File: src/hdl/kpbm_pkg.sv
// Shared types, codes and defaults for the k-mer weight-matrix scanner.
`default_nettype none
package kpbm_pkg;
	localparam int MOTIFS_DEF = 64;
	localparam int MWIDTH_DEF = 32;
	localparam int KMER_DEF   = 16;

	localparam int SCORE_W = 24;
	localparam logic signed [SCORE_W-1:0] SCORE_MIN = 24'sh800000;
	localparam logic signed [SCORE_W-1:0] THR_RESET = -24'sd256000;
	localparam logic [4:0] KLEN_RESET = 5'd8;

	localparam logic [1:0] CMD_WEIGHT = 2'd0;
	localparam logic [1:0] CMD_WIDTH  = 2'd1;
	localparam logic [1:0] CMD_SCORE  = 2'd2;

	localparam logic [1:0] CFG_THRESHOLD = 2'd0;
	localparam logic [1:0] CFG_MOTIFS    = 2'd1;
	localparam logic [1:0] CFG_KLEN      = 2'd2;

	// column beat broadcast to every lane
	typedef struct packed {
		logic       vld;
		logic [5:0] col;
		logic [5:0] klen;
	} lane_ctl_t;

	typedef struct packed {
		logic       vld;
		logic [9:0] motif;
	} merge_ctl_t;
endpackage
`default_nettype wire

File: src/hdl/kpbm_merge.sv
// Merge stage: picks the finished window sums and keeps the running best.
`default_nettype none
module kpbm_merge #(
	parameter int LANES = 32
) (
	input  wire logic                        clk,
	input  wire logic                        arst_n,
	input  wire logic                        clear,
	input  wire kpbm_pkg::merge_ctl_t        mctl,
	input  wire logic [LANES-1:0]            fin_f,
	input  wire logic signed [23:0]          sum_f [LANES],
	input  wire logic [LANES-1:0]            fin_r,
	input  wire logic signed [23:0]          sum_r [LANES],
	input  wire logic signed [23:0]          thr,
	output logic                             found,
	output logic [9:0]                       motif,
	output logic signed [23:0]               score
);
	import kpbm_pkg::*;

	logic [SCORE_W-1:0]        orf, orr;
	logic signed [SCORE_W-1:0] cand;
	logic                      vf, vr, upd;

	// at most one lane per strand finishes in a beat, so an OR selects it
	always_comb begin
		orf = '0;
		orr = '0;
		for (int l = 0; l < LANES; l++) begin
			if (fin_f[l]) orf = orf | sum_f[l];
			if (fin_r[l]) orr = orr | sum_r[l];
		end
		vf = |fin_f;
		vr = |fin_r;
		if (vf && vr) begin
			cand = (signed'(orf) > signed'(orr)) ? signed'(orf) : signed'(orr);
		end else if (vf) begin
			cand = signed'(orf);
		end else begin
			cand = signed'(orr);
		end
		upd = mctl.vld && (vf || vr) && (cand > thr) && (!found || cand > score);
	end

	always_ff @(posedge clk or negedge arst_n) begin
		if (!arst_n) begin
			found <= 1'b0;
			motif <= '0;
			score <= SCORE_MIN;
		end else if (clear) begin
			found <= 1'b0;
			motif <= '0;
			score <= SCORE_MIN;
		end else if (upd) begin
			found <= 1'b1;
			motif <= mctl.motif;
			score <= cand;
		end
	end
endmodule
`default_nettype wire

File: config.mk
export PLATFORM = sky130hd
export DESIGN_NAME = kpbm_merge
export DESIGN_NICKNAME = d
export VERILOG_FILES = /design/src/hdl/kpbm_pkg.sv /design/src/hdl/kpbm_merge.sv
export SDC_FILE = /design/constraint.sdc
export NUM_CORES = 1
export LEC_CHECK = 0
export BUFFER_PORTS_ARGS = -buffer_cell sky130_fd_sc_hd__buf_4
export CAP_MARGIN = 20
export CORE_AREA = 2 2 647 649
export DETAILED_ROUTE_END_ITERATION = 12
export DIE_AREA = 0 0 649 651
export PLACE_DENSITY = 0.3
export SLEW_MARGIN = 0
export SYNTH_ARGS = -nofsm -noshare
export SYNTH_HDL_FRONTEND = slang
export SYNTH_SLANG_ARGS = --single-unit
File: constraint.sdc
create_clock -name clk -period 5.43 [get_ports clk]
set_input_delay 0.543 -clock clk [delete_from_list [all_inputs] [get_ports clk]]
set_output_delay 0.543 -clock clk [all_outputs]
set_load 0.01 [all_outputs]
; Word level (Yosys, flattened, before mapping)
; Index checks and enable logic that the tools add are counted.
; W data, S select, Z words.
[classes]
addsub = 0
mul = 0
div_mod_pow = 0
magnitude_cmp = 3
eq_ne = 0
shift = 0
muxes = 73
bitwise_logic = 62
n_reduce_logical = 10
[op_table]
columns = op, count
row1 = $mux W24, 69
row2 = $or A24 B24 Y24, 62
row3 = $gt A24 B24 Y1, 3
row4 = $reduce_or A32 Y1, 2
row5 = $mux W10, 2
row6 = $logic_and A1 B1 Y1, 4
row7 = $logic_or A1 B1 Y1, 2
row8 = $mux W1, 2
row9 = $reduce_bool A2 Y1, 1
row10 = $logic_not A1 Y1, 1
[totals]
register_bits = 35
latchBits = 0
mem_bits_rw = 0
rom_bits = 0
inputBits = 1638
out_inout_bits = 35
elab_cells = 151
memories = 0

; Logic depth before layout (Yosys ltp)
[depth]
ltp_word = 71
depth_mapped = 29
depth_no_buf = 22

; Worst setup path before layout
; Ideal clock, no wire load.
[synth_timing]
path_type = input-to-reg
start = input fin_f[16]
end = register score[10]
setup_time_ns = 0.066
arrival_time_ns = 5.940
t_required_ns = 5.364
path_slack_ns = -0.576
path_stages = 27
n_path_buf = 7
cell_sequence = clkbuf_1 -> clkbuf_1 -> clkbuf_1 -> a22oi_1 -> nand4_1 -> or4_1 -> ha_1 -> nand4_2 -> nor4_2 -> nor3b_2 -> o31ai_1 -> and4b_1 -> clkbuf_2 -> or2_1 -> buf_6 -> buf_6 -> a21oi_2 -> ha_1 -> a21oi_1 -> o21ai_0 -> a2111oi_0 -> a211oi_1 -> nor4b_1 -> nor2_1 -> nor3_1 -> clkbuf_1 -> a22o_1
[synth_between]
elab_chain_len = 38
word_cells_on_any_way = 47
cone_classes = 3 x order compare / 21 x mux / 15 x bitwise / 8 x reduce/logical
[synth_rtl]
columns = item, line_no
row1 = "start, declared", kpbm_merge.sv:10  ; input wire logic [LANES-1:0] fin_f,
row2 = $mux W24, kpbm_merge.sv:30  ; if (fin_f[l]) orf = orf | sum_f[l];
row3 = $or A24 B24 Y24, kpbm_merge.sv:30
row4 = $mux W24, kpbm_merge.sv:30
row5 = $or A24 B24 Y24, kpbm_merge.sv:30
row6 = $mux W24, kpbm_merge.sv:30
row7 = $or A24 B24 Y24, kpbm_merge.sv:30
row8 = $mux W24, kpbm_merge.sv:30
row9 = $or A24 B24 Y24, kpbm_merge.sv:30
row10 = [22 not listed], n/a
row11 = $mux W24, kpbm_merge.sv:30
row12 = $gt A24 B24 Y1, kpbm_merge.sv:36  ; cand = (signed'(orf) > signed'(orr)) ? signed'(orf) : signed'(orr);
row13 = $mux W24, kpbm_merge.sv:36
row14 = $mux W24, kpbm_merge.sv:35  ; if (vf && vr) begin
row15 = $gt A24 B24 Y1, kpbm_merge.sv:42  ; upd = mctl.vld && (vf || vr) && (cand > thr) && (!found || cand > score);
row16 = $logic_and A1 B1 Y1 or $logic_or A1 B1 Y1 (tied branches), kpbm_merge.sv:42
row17 = $logic_and A1 B1 Y1, kpbm_merge.sv:42
row18 = $reduce_bool A2 Y1 (no line), n/a
row19 = "end signal, assigned", kpbm_merge.sv:57  ; score <= cand;
row20 = "end, declared", kpbm_merge.sv:17  ; output logic signed [23:0] score
; Parallel ways exist; a longest one is shown, timed or not. The select of a mux whose other input is x is not followed.
; A chain may end at the register's enable or synchronous reset.

; Worst setup path in the final report
[layout_timing]
start = input fin_f[16]
end = register score[9]
; Same word-level chain as after synthesis.

==> metrics.md <==
| Metric | Value |
|---|---|
| Crit path DAT | 6.77 ns |
| Synth cell types | 52 |
| EDFF count, synth | 0 |
| Final Hold Viols | 0 |
| CP startpoint kind | input pin |
| CP max-delay cell | or4_4 |
| Detail Route Antenna Nets | 0 |
| Violated checks | setup timing |
| CTS Sinks | 35 |
| Hold Crit Class | input pin to async pin |
| Worst-Margin Slew | between 1 and 1.5 ns |
| First DRT Iteration DRCs | approximately 2900 |
| Detailed placer's ending HPWL | between 400000 and 500000 um |
| Sequential fraction of the synthesis area | between 7 and 8% |
| RSZ-0062 raised after global routing | true |
| Clock power frac | approximately 9.9% |
| Synthesis-to-layout area growth | 233.0% |
| Pwr Total | about 4000 uW |
| # setup viols final | 35 |
| Tmin final | about 6.6 ns |
| Post-synthesis adder-cell area fraction | between 7 and 8% |
| Max_slew headroom | about a third |
| Core Region | between 0.4 and 0.5 mm2 |
| TritonCTS buffer count | 5 |
| Syn Inst Count | 1603 |
| 1st-pass router iterations | 6 |
| Max stage delay on crit path | between 0.6 and 0.7 ns |
| Most used cell, CP | buf_12 |
| CTS tree | yes |
| Maxcap violations | 0 |
| Die area | 0.4225 mm2 |
| Run status | finished with violations |
| Fraction of synthesized cell area in xor and xnor cells | 0% |
| Max VDD drop | 0.00009651 V |
| Crit path kind | input pin to flop |
| Syn_area_per_cell | 7.339 um2 |
| Row count | between 200 and 250 |
| Number of I/O pins | approximately 1700 |
| Clock latency on the worst-skew pair | 0.30 ns |
| Die W | between 600 and 700 um |
| Final layout net count | around 5500 |
| Largest net degree at the start of global routing | 36 |
| DP Cell Count | 9228 |
| Compound-Gate Fraction of Synth Area | 59.91% |
| Vias in the first global route | a little under 30000 |
| Slew Limit Fails | 0 |
| Gpl congestion | between 1 and 1.5 |
| Non-Filler Instances | 9401 |
| FF+latch count, synth | 35 |
| Internal Pwr Total | ~2100 uW |
| PortBufs | roughly 1700 |
| Post-synth ARST share | 100.0% |
| Syn_nets | 3313 |
| WP data required | approximately 5.6 ns |
| CP Max Fanout | 17 |
| Setup crit end kind | flop |
| Htree depth | 2 |
| Share of layout cells above drive strength 1 | around two thirds |
| # hold bufs at CTS | 0 |
| Vias/cell | between 3 and 4 |
| Initial antenna violation count | 426 |
| Tcrit/Tclk final | 121.3% |
| NetSw | 1941 uW |
| GR Util All Layers | 19.54% |
| Drt total wl | between 400000 and 500000 um |
| Via count | approximately 30000 |
| # DRC | 0 |
| Switching Share | 48.47% |
| Main combinational cell family by area after synthesis | compound AO/OA/AOI/OAI gates |
| Comb pwr share | roughly 83% |
| Root buffer cell | clkbuf_16 |
| Initial Util | under 10% |
| Synth warn | 0 |
| Final Skew | 0.01002 ns |
| P_leak | ~0.016 uW |
| Most used DFF post-synth | dfrtp_1 |
| Congestion Overflow GR | 0 |
| Die H | ~650 um |
| Post-synthesis mux area share | less than 1% |
| Synth Cell Area | around 0.012 mm2 |
| Sequential power share | around 7.6% |
| Post-Synth Simple-Gate Area | about 16% |
| Routed wire per std cell | around 46 um |
| Achievable Freq | 0.1518 GHz |
| PwrDens | between 100 and 150 mW/mm2 |
| Worst-case clock buffer depth | 2 |
| First-pass GRT wire length | about 500000 um |
| Slack of the critical path | -1.157 ns |
| Clock-pin transition on the worst setup and hold timing paths | approximately 0.070 ns |
cell families after synthesis:
family,Yosys count
AND/OR/NAND/NOR,330
adder cells (fa/ha/maj),72
flip-flops,35
AO/OA/AOI/OAI,905
multiplexers,1
buffers and inverters,260
flip-flops by register name, indices dropped and copies added (netlist names):
register  count
score        24
motif        10
found         1
cell usage in the layout, fill, tap and decap left out, types with 34 or more instances in the layout:
cell type	instances
nand3_1	51
inv_1	50
buf_4	2237
dfrtp_1	34
buf_6	42
buf_12	98
ha_1	46
nand4_1	135
diode_2	114
a21oi_1	34
a22o_1	162
a22oi_1	462
a221oi_1	114
repair_timing:
action                                  in CTS  in global routing
gates resized for setup                    163                114
cloned                                       6                  2
buffers inserted                            32                 19
endpoints found under the setup margin      35                 35
pin swaps                                   45                 39
power groups by stage:
stage                     combinational [uW]  sequential, uW  clock [uW]
final                                   3300             304         397
after CTS                               3280             305         410
after detailed placement                3190             309           0
after global placement                  3200             310           0
after floorplan                          622             310           0
after global routing                    3380             308         415
path summary, 6_finish.rpt:
kind                            startpoint        end  slack (ns)  depth (start not counted)
min in group clk                   mctl[8]   motif[8]        0.49                          3
max in group asynchronous           arst_n  score[10]        4.80                          1
worst max register to register   score[14]   score[9]        2.68                         14
worst max-delay path             fin_f[16]   score[9]       -1.16                         28
worst min-delay path                arst_n   motif[0]        0.22                          1
worst min register to register    score[8]   score[8]        0.53                          1
synth_stat cells, types with 2 or more instances:
master    count  area, um2
nand3_1      65      325.3
nor4_1       17      106.4
a22oi_1     485       3641
o21ai_0      22      110.1
a221oi_1    143       1252
buf_6         3      33.78
inv_1        50      187.7
a22o_1      164       1436
ha_1         72      900.9
buf_1        14      52.55
o21a_1        2      15.01
buf_2         3      15.01
a21o_1        5      37.54
nor2b_1       4      25.02
nand4_1     135      844.6
a21oi_1      47      235.2
clkbuf_1    189      709.4
dfrtp_1      34      850.8
a21oi_2      19      166.4
nand2_1      16      60.06
o211ai_1      3      22.52
or4_1        25      187.7
nor3_1       47      235.2
nor2_1       10      37.54
and4_1        2      17.52
layer usage:
metal | up-vias | wire length, um | GRT usage (%)
li1 | 11530 | - | -
met1 | 15100 | 158700 | 21.33
met2 | 2388 | 219500 | 36.13
met3 | 887 | 27960 | 4.302
met4 | 132 | 24820 | 8.197
met5 | - | 837 | 0
metrics by stage:
step                setup TNS (ns)  setup slack, ns  hold slack [ns]  cell area [um2]  util, %
global route                -42.64           -1.303           0.2612            39100    9.413
floorplan                   -3.961          -0.1593           0.2474            12180        -
detailed placement         -103.94           -3.096           0.5025            36710    8.835
CTS                         -46.15           -1.380           0.2478            38140    9.180
finish                      -38.21           -1.157           0.2220            39180    9.431
global placement           -113.77           -3.339           0.5065            36710    8.835
layout make-up:
| cell class | count | area [um2] |
|---|---|---|
| clock inverters | 3 | 67.56 |
| multi-input cells | 1309 | 11270 |
| well taps | 5497 | 6878 |
| fillers | 48690 | 376300 |
| clock buffers | 5 | 125.1 |
| repair buffers | 2388 | 19490 |
| diodes | 114 | 285.3 |
| inverters | 50 | 187.7 |
| flip-flops and latches | 35 | 877.1 |
critical path, delay by kind of cell:
kind | cells | cell delay [ns]
AND/OR/NAND/NOR | 10 | 2.49
adder cells (fa/ha/maj) | 2 | 0.57
AO/OA/AOI/OAI | 8 | 1.83
buffers and inverters | 8 | 1.20
(Power assumes the default switching activity.)
