**src/hdl/kpbm_pkg.sv**
```systemverilog
// Shared types, codes and defaults for the k-mer weight-matrix scanner.
`default_nettype none
package kpbm_pkg;
	localparam int MOTIFS_DEF = 64;
	localparam int MWIDTH_DEF = 32;
	localparam int KMER_DEF   = 16;

	localparam int SCORE_W = 24;
	localparam logic signed [SCORE_W-1:0] SCORE_MIN = 24'sh800000;
	localparam logic signed [SCORE_W-1:0] THR_RESET = -24'sd256000;
	localparam logic [4:0] KLEN_RESET = 5'd8;

	localparam logic [1:0] CMD_WEIGHT = 2'd0;
	localparam logic [1:0] CMD_WIDTH  = 2'd1;
	localparam logic [1:0] CMD_SCORE  = 2'd2;

	localparam logic [1:0] CFG_THRESHOLD = 2'd0;
	localparam logic [1:0] CFG_MOTIFS    = 2'd1;
	localparam logic [1:0] CFG_KLEN      = 2'd2;

	// column beat broadcast to every lane
	typedef struct packed {
		logic       vld;
		logic [5:0] col;
		logic [5:0] klen;
	} lane_ctl_t;

	typedef struct packed {
		logic       vld;
		logic [9:0] motif;
	} merge_ctl_t;
endpackage
`default_nettype wire

```
**src/hdl/kpbm_lane.sv**
```systemverilog
// One window lane: accumulates the weights of one offset on one strand.
`default_nettype none
module kpbm_lane #(
	parameter int OFF      = 0,
	parameter int MAX_KMER = 16
) (
	input  wire logic                        clk,
	input  wire kpbm_pkg::lane_ctl_t         ctl,
	input  wire logic [2*MAX_KMER-1:0]       seq,
	input  wire logic [63:0]                 wt,
	output logic                             fin,
	output logic signed [23:0]               sum
);
	import kpbm_pkg::*;

	localparam int KIW = (MAX_KMER > 1) ? $clog2(MAX_KMER) : 1;

	logic signed [SCORE_W-1:0] acc_q;
	logic [5:0]                idx;
	logic                      inw;
	logic [1:0]                b;
	logic [15:0]               wsel;

	always_comb begin
		idx  = ctl.col - 6'(OFF);
		inw  = ctl.vld && (ctl.col >= 6'(OFF)) && (idx < ctl.klen);
		b    = seq[{idx[KIW-1:0], 1'b0} +: 2];
		wsel = wt[{b, 4'b0000} +: 16];
		sum  = ((idx == 6'd0) ? '0 : acc_q) + {{(SCORE_W-16){wsel[15]}}, wsel};
		fin  = inw && (idx == ctl.klen - 6'd1);
	end

	always_ff @(posedge clk) begin
		if (inw) begin
			acc_q <= sum;
		end
	end
endmodule
`default_nettype wire

```
**config.mk**
```make
export PLATFORM = sky130hd
export DESIGN_NAME = kpbm_lane
export DESIGN_NICKNAME = d
export VERILOG_FILES = /design/src/hdl/kpbm_pkg.sv /design/src/hdl/kpbm_lane.sv
export SDC_FILE = /design/constraint.sdc
export NUM_CORES = 1
export LEC_CHECK = 0
export BUFFER_PORTS_ARGS = -buffer_cell sky130_fd_sc_hd__buf_4
export CAP_MARGIN = 25
export CORE_MARGIN = 5
export CORE_UTILIZATION = 30
export DETAILED_ROUTE_END_ITERATION = 16
export HOLD_SLACK_MARGIN = 0.12
export PLACE_DENSITY = 0.62
export SYNTH_ARGS = -nofsm -noshare
export SYNTH_HDL_FRONTEND = slang
export SYNTH_SLANG_ARGS = --single-unit
```
**constraint.sdc**
```tcl
create_clock -name clk -period 14.57 [get_ports clk]
set_input_delay 4.371 -clock clk [delete_from_list [all_inputs] [get_ports clk]]
set_output_delay 4.371 -clock clk [all_outputs]
set_load 0.02 [all_outputs]
```
### Word level (Yosys, flattened, before mapping)

Cells that the tools add are included.

| word-level totals | value |
|---|---|
| output and inout port bits | 25 |
| input bits | 110 |
| word-level logic and storage cells | 13 |
| register bits after elaboration | 24 |

| operators by class | value |
|---|---|
| multiplexer cells | 1 |
| reduce and logical (&&, ||, !) cells | 4 |
| eq/ne operators | 1 |
| order comparisons | 2 |
| shift-type cells | 2 |
| add/subtract/negate cells | 2 |

Operators with widths:

| kind | count |
|---|---|
| $shiftx A64 B7 Y16 | 1 |
| $shiftx A32 B6 Y2 | 1 |
| $add A24 B24 Y24 | 1 |
| $mux W24 | 1 |
| $eq A6 B6 Y1 | 1 |
| $ge A6 B1 Y1 const B | 1 |
| $logic_not A6 Y1 | 1 |
| $lt A6 B6 Y1 | 1 |
| $sub A6 B1 Y6 const B | 1 |
| $logic_and A1 B1 Y1 | 3 |

### Logic depth before layout (Yosys ltp)

Gate-level depths: netlist of the first run.

| logic depth | value |
|---|---|
| word-level depth | 4 |
| depth in mapped cells | 16 |
| mapped depth without buffers | 14 |

### Least setup slack after synthesis of the first run

Ideal clock, no wire load.

| timing path | value |
|---|---|
| path kind | input port to output port |
| from | in ctl[6] in the netlist's numbering |
| to | out sum[22] |
| required time | 10,199 ps |
| stages on the path | 16 |
| arrival time | 9,116 ps |
| buffers on the path | 2 |
| path slack | 1,083 ps |
| cell sequence | buf_6 mux4_2 mux4_2 buf_1 mux2_1 nand2_1 o21ai_1 ha_1 fa_1 a21o_1 a21oi_1 o21ai_1 a32oi_1 a31oi_1 mux2i_1 a2111oi_0 |

| between the ends | value |
|---|---|
| cells in the longest elaborated chain, start to end | 3 |
| elaborated cells on any way between the ends | 5 |
| those cells by class | add/sub (1); shift (2); mux (1); reduce/logical (1) |

RTL lines:

| item | line | RTL |
|---|---|---|
| start: declaration | kpbm_lane.sv:8 | `input wire kpbm_pkg::lane_ctl_t ctl,` |
| $shiftx A32 B6 Y2 / $logic_not A6 Y1 (equally long branches) | kpbm_lane.sv:27, kpbm_lane.sv:29 |  |
| $shiftx A64 B7 Y16 / $mux W24 (equally long branches) | kpbm_lane.sv:28, kpbm_lane.sv:29 |  |
| $add A24 B24 Y24 (*) | kpbm_lane.sv:29 | `sum = ((idx == 6'd0) ? '0 : acc_q) + {{(SCORE_W-16){wsel[15]}}, wsel};` |
| end: declaration | kpbm_lane.sv:12 | `output logic signed [23:0] sum` |

Every way passes the cells marked *; elsewhere a longest branch is shown, timed or not.

### Final worst setup path of the first run

Same ends and word-level chain as after synthesis.

==> impl_metrics.sql, run 1 <==
INSERT INTO impl_metrics (metric_group, metric, value, unit) VALUES
('clock_tree', 'clk_path_buf_depth', '2', ''),
('finish', 'largest_register', 'acc_q', ''),
('drt', 'detail_route.vias_per_cell', '4.90', ''),
('clock_tree', 'insertion_delay', '270', 'ps'),
('floorplan', 'design.die.area', '12500', 'µm²'),
('placed_design', 'dp_hpwl', '7630', 'µm'),
('floorplan', 'die_w', '112', 'µm'),
('drt', 'drt_wl_total', '9080', 'µm'),
('drt', 'post-route-drc-count', '0', ''),
('timing', 'maxClockFrequency', '73.3', 'MHz'),
('logic_synthesis', 'synth-seq-cells', '24', ''),
('clock_tree', 'cts_tree', 'yes', ''),
('critical_path', 'worst_setup_path_type', 'in -> out', ''),
('floorplan', 'die_h', '112', 'µm'),
('clock_tree', 'cts.htree.levels', '1', ''),
('finish', 'n_fill_cell', '1011', ''),
('logic_synthesis', 'synth.lib_cells_used.distinct', '42', ''),
('logic_synthesis', 'synth_top_flop_cell', 'sky130_fd_sc_hd__edfxtp_1', ''),
('global_routing', 'number_of_antenna_violations_at_the_first_check_in_global_routing', '0', ''),
('logic_synthesis', 'synth-edff-count', '24', ''),
('global_routing', 'grt_pass1_vias', '3138', ''),
('timing', 'finalSetupViolCount', '0', ''),
('drt', 'route.antenna.remaining_nets', '0', ''),
('floorplan', 'top_level_ports', '135', ''),
('run_status', 'run_status', 'completed', ''),
('clock_tree', 'cts-buffers-inserted', '3', ''),
('clock_tree', 'number_of_clock_sinks_seen_by_cts', '24', ''),
('logic_synthesis', 'yosysWarnings', '0', ''),
('logic_synthesis', 'post_synth_instance_area', '3110', 'µm²'),
('critical_path', 'worstRegToRegCells', '10', ''),
('clock_tree', 'resize_count_post_cts', '0', ''),
('finish', 'area_delta_synth_final', '38.6', '%'),
('pwr', 'power_leakage', '1.96', 'nW'),
('logic_synthesis', 'synthesized_netlist_cell_count', '343', ''),
('drt', 'route.vias.total', '2957', ''),
('timing', 'finalWorstPathRequiredPeriod', '13650', 'ps'),
('floorplan', 'fp.coreArea', '10200', 'µm²'),
('global_routing', 'grt.total_usage', '14.6', '%'),
('clock_tree', 'cts.repair_timing.setup_buffer_count', '0', ''),
('finish', 'largest_register_ffs', '24', ''),
('timing', 'timing.slew.headroom', '43.4', '%'),
('critical_path', 'setup.worst_path.end_class', 'output pin', ''),
('placed_design', 'numPortBuffers', '134', ''),
('finish', 'mostFrequentLayoutCells', 'sky130_fd_sc_hd__buf_4, sky130_fd_sc_hd__ha_1, sky130_fd_sc_hd__nand2_1, sky130_fd_sc_hd__and2_1, sky130_fd_sc_hd__edfxtp_1', ''),
('logic_synthesis', 'synthesized_netlist_net_count', '484', ''),
('placed_design', 'gpl.final_weighted_congestion', '0.780', ''),
('timing', 'timing.clock.skew', '6.21', 'ps'),
('timing', 'unrepaired_setup_endpoints_after_global_routing', 'no', ''),
('critical_path', 'worstPathRequired', '10200', 'ps'),
('critical_path', 'start_kind', 'primary input', ''),
('global_routing', 'grt_start_max_net_pins', '32', ''),
('timing', 'hold_viol', '0', ''),
('logic_synthesis', 'synth_seq_area_share', '23.2', '%'),
('timing', 'maxSlewViolCount', '0', ''),
('pwr', 'power', '916', 'µW'),
('finish', 'biggestRegsByFlops', 'acc_q (24)', ''),
('logic_synthesis', 'postSynth.asyncResetShare', '0', '%'),
('min_path', 'worstHoldPathCells', '2', ''),
('timing', 'worst_slew_pin_slew', '827', 'ps'),
('min_path', 'hold_path_class', 'reg -> reg', ''),
('drt', 'detailed_route_iter0_violations', '68', ''),
('logic_synthesis', 'syn_avg_cell_area', '9.05', 'µm²'),
('timing', 'final.setup.tns', '0', 'ps'),
('clock_tree', 'cts_root_buf', 'sky130_fd_sc_hd__clkbuf_8', ''),
('job', 'cap_viol_max_count', '0', ''),
('critical_path', 'cp.arrival', '9280', 'ps'),
('drt', 'detail_route.wl_per_cell', '15.0', 'µm'),
('pwr', 'peakVddDrop', '0.0826', 'mV'),
('floorplan', 'floorplan.initialDensity', '30.4', '%'),
('clock_tree', 'worst_setup_hold_path_clk_slew', '100', 'ps'),
('global_routing', 'overflow', '0', ''),
('finish', 'final_net_count', '610', ''),
('finish', 'final_layout_size_suffix_gt1_share', '32.3', '%'),
('clock_tree', 'ctsHoldBuffers', '0', ''),
('timing', 'fin_crit_sh', '93.7', '%'),
('drt', 'detailedRoute.firstPassIterationCount', '4', ''),
('global_routing', 'first_pass_grt_wire_length', '15100', 'µm'),
('floorplan', 'core.rowCount', '37', ''),
('finish', 'most_common_library_cell_in_the_layout_ignoring_fill_and_taps', 'sky130_fd_sc_hd__buf_4', ''),
('finish', 'num_antenna_cells', '0', ''),
('pwr', 'powerDensity', '213', 'nW/µm²'),
('critical_path', 'crit_path_max_fanout', '25', '');
## layer usage
| layer | wire length, µm | track usage, % |
|---|---|---|
| met5 | 0 | 0 |
| met4 | 74 | 1.62 |
| met3 | 532 | 3.53 |
| met2 | 4580 | 26.3 |
| met1 | 3890 | 18.1 |
## per-stage QoR
stage	cells	area, µm²	hold slack [ps]	setup WS, ps	utilization [%]
6_report	604	4300	683	922	42.1
5_1_grt	604	4300	718	561	42.1
3_5_place_dp	600	4230	663	917	41.4
3_3_place_gp	600	4230	654	992	41.4
2_1_floorplan	343	3110	779	1080	-
4_1_cts	604	4300	689	884	42.1
## logic make-up (layout without fill, tap and decap cells)
group                      count (synthesis)  after routing  synth area share (%)
DFF                                       24             24                  23.2
xor gates and xnor gates                  27             27                  7.61
AOI/OAI and AO/OA                         80             80                  16.0
and+or+nand+nor                          110            110                  18.1
adders and majority gates                 31             31                  12.7
buffers and inverters                     29            154                  3.75
muxes                                     42             42                  18.6
## path summary, 6_finish.rpt
kind	from	to	slack [ps]
setup reg to reg	acc_q[0]	acc_q[22]	11160
setup / recovery	ctl[6]	sum[22]	920
hold reg to reg	acc_q[0]	acc_q[0]	680
hold / removal	acc_q[0]	acc_q[0]	680
## critical path, cell delays in order
cell	delay, ps
sky130_fd_sc_hd__buf_4	190
sky130_fd_sc_hd__mux4_2	520
sky130_fd_sc_hd__mux4_2	630
sky130_fd_sc_hd__buf_4	300
sky130_fd_sc_hd__mux2_1	350
sky130_fd_sc_hd__nand2_1	70
sky130_fd_sc_hd__o21ai_1	130
sky130_fd_sc_hd__fa_1	490
sky130_fd_sc_hd__a21o_1	180
sky130_fd_sc_hd__a21oi_1	290
sky130_fd_sc_hd__o21ai_1	150
sky130_fd_sc_hd__a32oi_1	260
sky130_fd_sc_hd__a31oi_1	160
sky130_fd_sc_hd__mux2i_1	150
sky130_fd_sc_hd__a2111oi_0	750
sky130_fd_sc_hd__buf_4	270
## power by group
group / leakage (nW) / internal, mW / switching (mW)
clock network: 0.0357 / 0.0368 / 0.0237
registers: 0.227 / 0.133 / 0.00556
logic: 1.70 / 0.308 / 0.410
## synth_stat cells, types with 11 or more instances
cell type	instances	area, µm²
sky130_fd_sc_hd__mux2_1	15	169
sky130_fd_sc_hd__mux2i_1	16	160
sky130_fd_sc_hd__xnor2_1	20	175
sky130_fd_sc_hd__inv_1	14	52.6
sky130_fd_sc_hd__nor2_1	19	71.3
sky130_fd_sc_hd__mux4_2	11	248
sky130_fd_sc_hd__clkbuf_1	12	45.0
sky130_fd_sc_hd__a21oi_1	19	95.1
sky130_fd_sc_hd__and2_1	24	150
sky130_fd_sc_hd__nand2_1	27	101
sky130_fd_sc_hd__edfxtp_1	24	721
sky130_fd_sc_hd__ha_1	30	375
sky130_fd_sc_hd__o21ai_1	19	95.1
## layout make-up
class / instances / area (µm²) / area share, %
Inverter: 14 / 52.6 / 1.22
Multi-Input combinational cell: 290 / 2270 / 52.7
Tap cell: 136 / 170 / 3.95
Timing Repair Buffer: 136 / 1020 / 23.7
Sequential cell: 24 / 721 / 16.7
Clock inverter: 1 / 30.0 / 0.698
Clock buffer: 3 / 41.3 / 0.959
No activity file was read; power rests on OpenSTA's default activity.
==> inputs of run 2 (changes only) <==
Settings changed: CORE_MARGIN 5 to 3, GPL_TIMING_DRIVEN from default to 0, MAX_ROUTING_LAYER from default to met4.
==> impl_metrics.sql, run 2 (synthesized netlist as in run 1, its figures left out) <==
INSERT INTO impl_metrics (metric_group, metric, value, unit) VALUES
('pwr', 'switching_share', '49.0', '%'),
('global_routing', 'grt_pass1_vias', '3092', ''),
('floorplan', 'die_w', '108', 'µm'),
('timing', 'timing.slew.headroom', '31.0', '%'),
('finish', 'area_delta_synth_final', '39.8', '%'),
('clock_tree', 'cts_root_buf', 'sky130_fd_sc_hd__clkbuf_8', ''),
('finish', 'num_antenna_cells', '0', ''),
('critical_path', 'critical-path-slowest-cell', 'sky130_fd_sc_hd__a2111oi_0', ''),
('global_routing', 'grt_start_max_net_pins', '16', ''),
('finish', 'largest_register', 'acc_q', ''),
('pwr', 'share_comb_of_total_power', '79.9', '%'),
('job', 'cap_viol_max_count', '0', ''),
('finish', 'most_common_library_cell_in_the_layout_ignoring_fill_and_taps', 'sky130_fd_sc_hd__buf_4', ''),
('timing', 'finalWorstPathRequiredPeriod', '14150', 'ps'),
('drt', 'detailedRoute.firstPassIterationCount', '4', ''),
('pwr', 'powerDensity', '207', 'nW/µm²'),
('pwr', 'sequentialPowerShare', '15.3', '%'),
('global_routing', 'overflow', '0', ''),
('drt', 'detailed_route_iter0_violations', '76', ''),
('critical_path', 'worst_setup_path_type', 'in -> out', ''),
('timing', 'unrepaired_setup_endpoints_after_global_routing', 'no', ''),
('drt', 'post-route-drc-count', '0', ''),
('timing', 'fin_crit_sh', '97.1', '%'),
('floorplan', 'floorplan.initialDensity', '31.3', '%'),
('placed_design', 'gpl.final_weighted_congestion', '0.823', ''),
('pwr', 'p_clk_share', '4.7', '%'),
('clock_tree', 'cts_tree', 'yes', ''),
('drt', 'drt_wl_total', '9250', 'µm'),
('finish', 'largest_register_ffs', '24', ''),
('global_routing', 'number_of_antenna_violations_at_the_first_check_in_global_routing', '0', ''),
('finish', 'final_layout_size_suffix_gt1_share', '31.0', '%'),
('clock_tree', 'worst_setup_hold_path_clk_slew', '90', 'ps'),
('run_status', 'run_status', 'completed', ''),
('critical_path', 'setup.worst_path.end_class', 'output pin', ''),
('clock_tree', 'cts.repair_timing.setup_buffer_count', '0', ''),
('global_routing', 'grt.total_usage', '16.2', '%'),
('global_routing', 'first_pass_grt_wire_length', '14600', 'µm'),
('drt', 'route.vias.total', '3031', ''),
('critical_path', 'worstPathRequired', '10200', 'ps'),
('clock_tree', 'ctsHoldBuffers', '0', ''),
('timing', 'hold_viol', '0', ''),
('pwr', 'p_sw', '441', 'µW'),
('finish', 'final_net_count', '623', ''),
('pwr', 'power_report.internal_total', '460', 'µW'),
('timing', 'maxClockFrequency', '70.7', 'MHz'),
('critical_path', 'crit_chain', 'buf_4 -> clkbuf_1 -> mux4_2 -> mux4_2 -> buf_1 -> mux2_1 -> nand2_1 -> o21ai_1 -> ha_1 -> fa_1 -> a21o_1 -> a21oi_1 -> o21ai_1 -> a32oi_1 -> a31oi_1 -> mux2i_1 -> a2111oi_0 -> buf_4', ''),
('critical_path', 'start_kind', 'primary input', ''),
('timing', 'maxSlewViolCount', '0', ''),
('pwr', 'power', '901', 'µW'),
('drt', 'detail_route.vias_per_cell', '4.94', ''),
('floorplan', 'die_h', '108', 'µm'),
('clock_tree', 'insertion_delay', '270', 'ps'),
('clock_tree', 'number_of_clock_sinks_seen_by_cts', '24', ''),
('floorplan', 'core.rowCount', '36', ''),
('finish', 'biggestRegsByFlops', 'acc_q (24)', ''),
('floorplan', 'fp.coreArea', '9910', 'µm²'),
('clock_tree', 'resize_count_post_cts', '0', ''),
('timing', 'finalWorstSetupSlack', '416', 'ps'),
('pwr', 'power_leakage', '1.97', 'nW'),
('timing', 'finalSetupViolCount', '0', ''),
('drt', 'detail_route.wl_per_cell', '15.1', 'µm'),
('critical_path', 'cp.arrival', '9780', 'ps'),
('timing', 'worst_slew_pin_slew', '1010', 'ps'),
('floorplan', 'design.die.area', '11600', 'µm²'),
('placed_design', 'detailedPlace.worstSlack', '492', 'ps'),
('pwr', 'peakVddDrop', '0.0908', 'mV'),
('critical_path', 'timing.critical_path.max_delay_family', 'compound AO/OA/AOI/OAI gates', ''),
('critical_path', 'critical_path.n_buffers_inverters', '4', ''),
('placed_design', 'dp_hpwl', '7840', 'µm'),
('drt', 'route.antenna.remaining_nets', '0', ''),
('finish', 'mostFrequentLayoutCells', 'sky130_fd_sc_hd__buf_4, sky130_fd_sc_hd__ha_1, sky130_fd_sc_hd__nand2_1, sky130_fd_sc_hd__and2_1, sky130_fd_sc_hd__edfxtp_1', ''),
('timing', 'timing.clock.skew', '5.31', 'ps'),
('critical_path', 'crit_path_max_incr_delay', '890', 'ps'),
('clock_tree', 'cts.htree.levels', '1', ''),
('clock_tree', 'clk_path_buf_depth', '2', ''),
('placed_design', 'numPortBuffers', '133', ''),
('timing', 'final.setup.tns', '0', 'ps'),
('min_path', 'hold_path_class', 'reg -> reg', ''),
('clock_tree', 'cts-buffers-inserted', '3', ''),
('finish', 'final_core_utilization', '43.8', '%'),
('critical_path', 'crit_path_max_fanout', '10', ''),
('floorplan', 'top_level_ports', '135', '');
-- run 2: cell count changes in the layout (fill, tap and decap cells not counted) --
cell and delta:
sky130_fd_sc_hd__bufinv_16 -1, sky130_fd_sc_hd__buf_6 +1, sky130_fd_sc_hd__buf_4 -3, sky130_fd_sc_hd__buf_16 +1
sky130_fd_sc_hd__clkinv_1 +1, sky130_fd_sc_hd__buf_1 +2, sky130_fd_sc_hd__clkbuf_1 +12
-- run 2: per-stage QoR --
step	area (µm²)	cells	hold WS, ps
floorplan	3110	343	779
global placement	4270	609	695
detailed placement	4300	610	690
CTS	4340	614	714
global route	4340	614	753
finish	4340	614	705
-- run 2: per-layer routing --
layer	global-route usage (%)	share of wire [%]
met1	20.5	46
met2	28.4	49
met3	2.28	4.7
met4	2.07	0.39
met5	-	0
-- run 2: worst register-to-register path, stage by stage (launching register included) --
cell and delay, ps:
sky130_fd_sc_hd__edfxtp_1 360, sky130_fd_sc_hd__and2_1 150, sky130_fd_sc_hd__ha_1 220, sky130_fd_sc_hd__fa_1 420, sky130_fd_sc_hd__a21o_1 180, sky130_fd_sc_hd__a21oi_1 270
sky130_fd_sc_hd__o21ai_1 160, sky130_fd_sc_hd__a32oi_1 300, sky130_fd_sc_hd__a31oi_1 200, sky130_fd_sc_hd__mux2i_1 150, sky130_fd_sc_hd__a2111oi_0 890
-- run 2: path summary, 6_finish.rpt --
check	slack [ps]	start	cells past startpoint	to
hold / removal	710	acc_q[0]	2	acc_q[0]
setup reg to reg	10950	acc_q[0]	10	acc_q[22]
setup / recovery	420	ctl[7]	18	sum[22]
hold reg to reg	710	acc_q[0]	2	acc_q[0]
-- run 2: area by class of cell --
class | count | area, µm²
Clock buffer | 3 | 41.3
Timing Repair Buffer | 134 | 1030
Tap cell | 133 | 166
Sequential cell | 24 | 721
Inverter | 14 | 52.6
Fill cell | 994 | 5570
Multi-Input combinational cell | 290 | 2270
Clock inverter | 1 | 3.75
Buffer | 15 | 63.8
-- run 2: power groups by stage --
stage	clock network (mW)	registers (mW)	logic [mW]
3_5_place_dp	0	0.140	0.723
2_1_floorplan	0	0.138	0.478
5_1_grt	0.0481	0.142	0.793
6_report	0.0426	0.138	0.720
3_3_place_gp	0	0.139	0.715
4_1_cts	0.0451	0.138	0.727
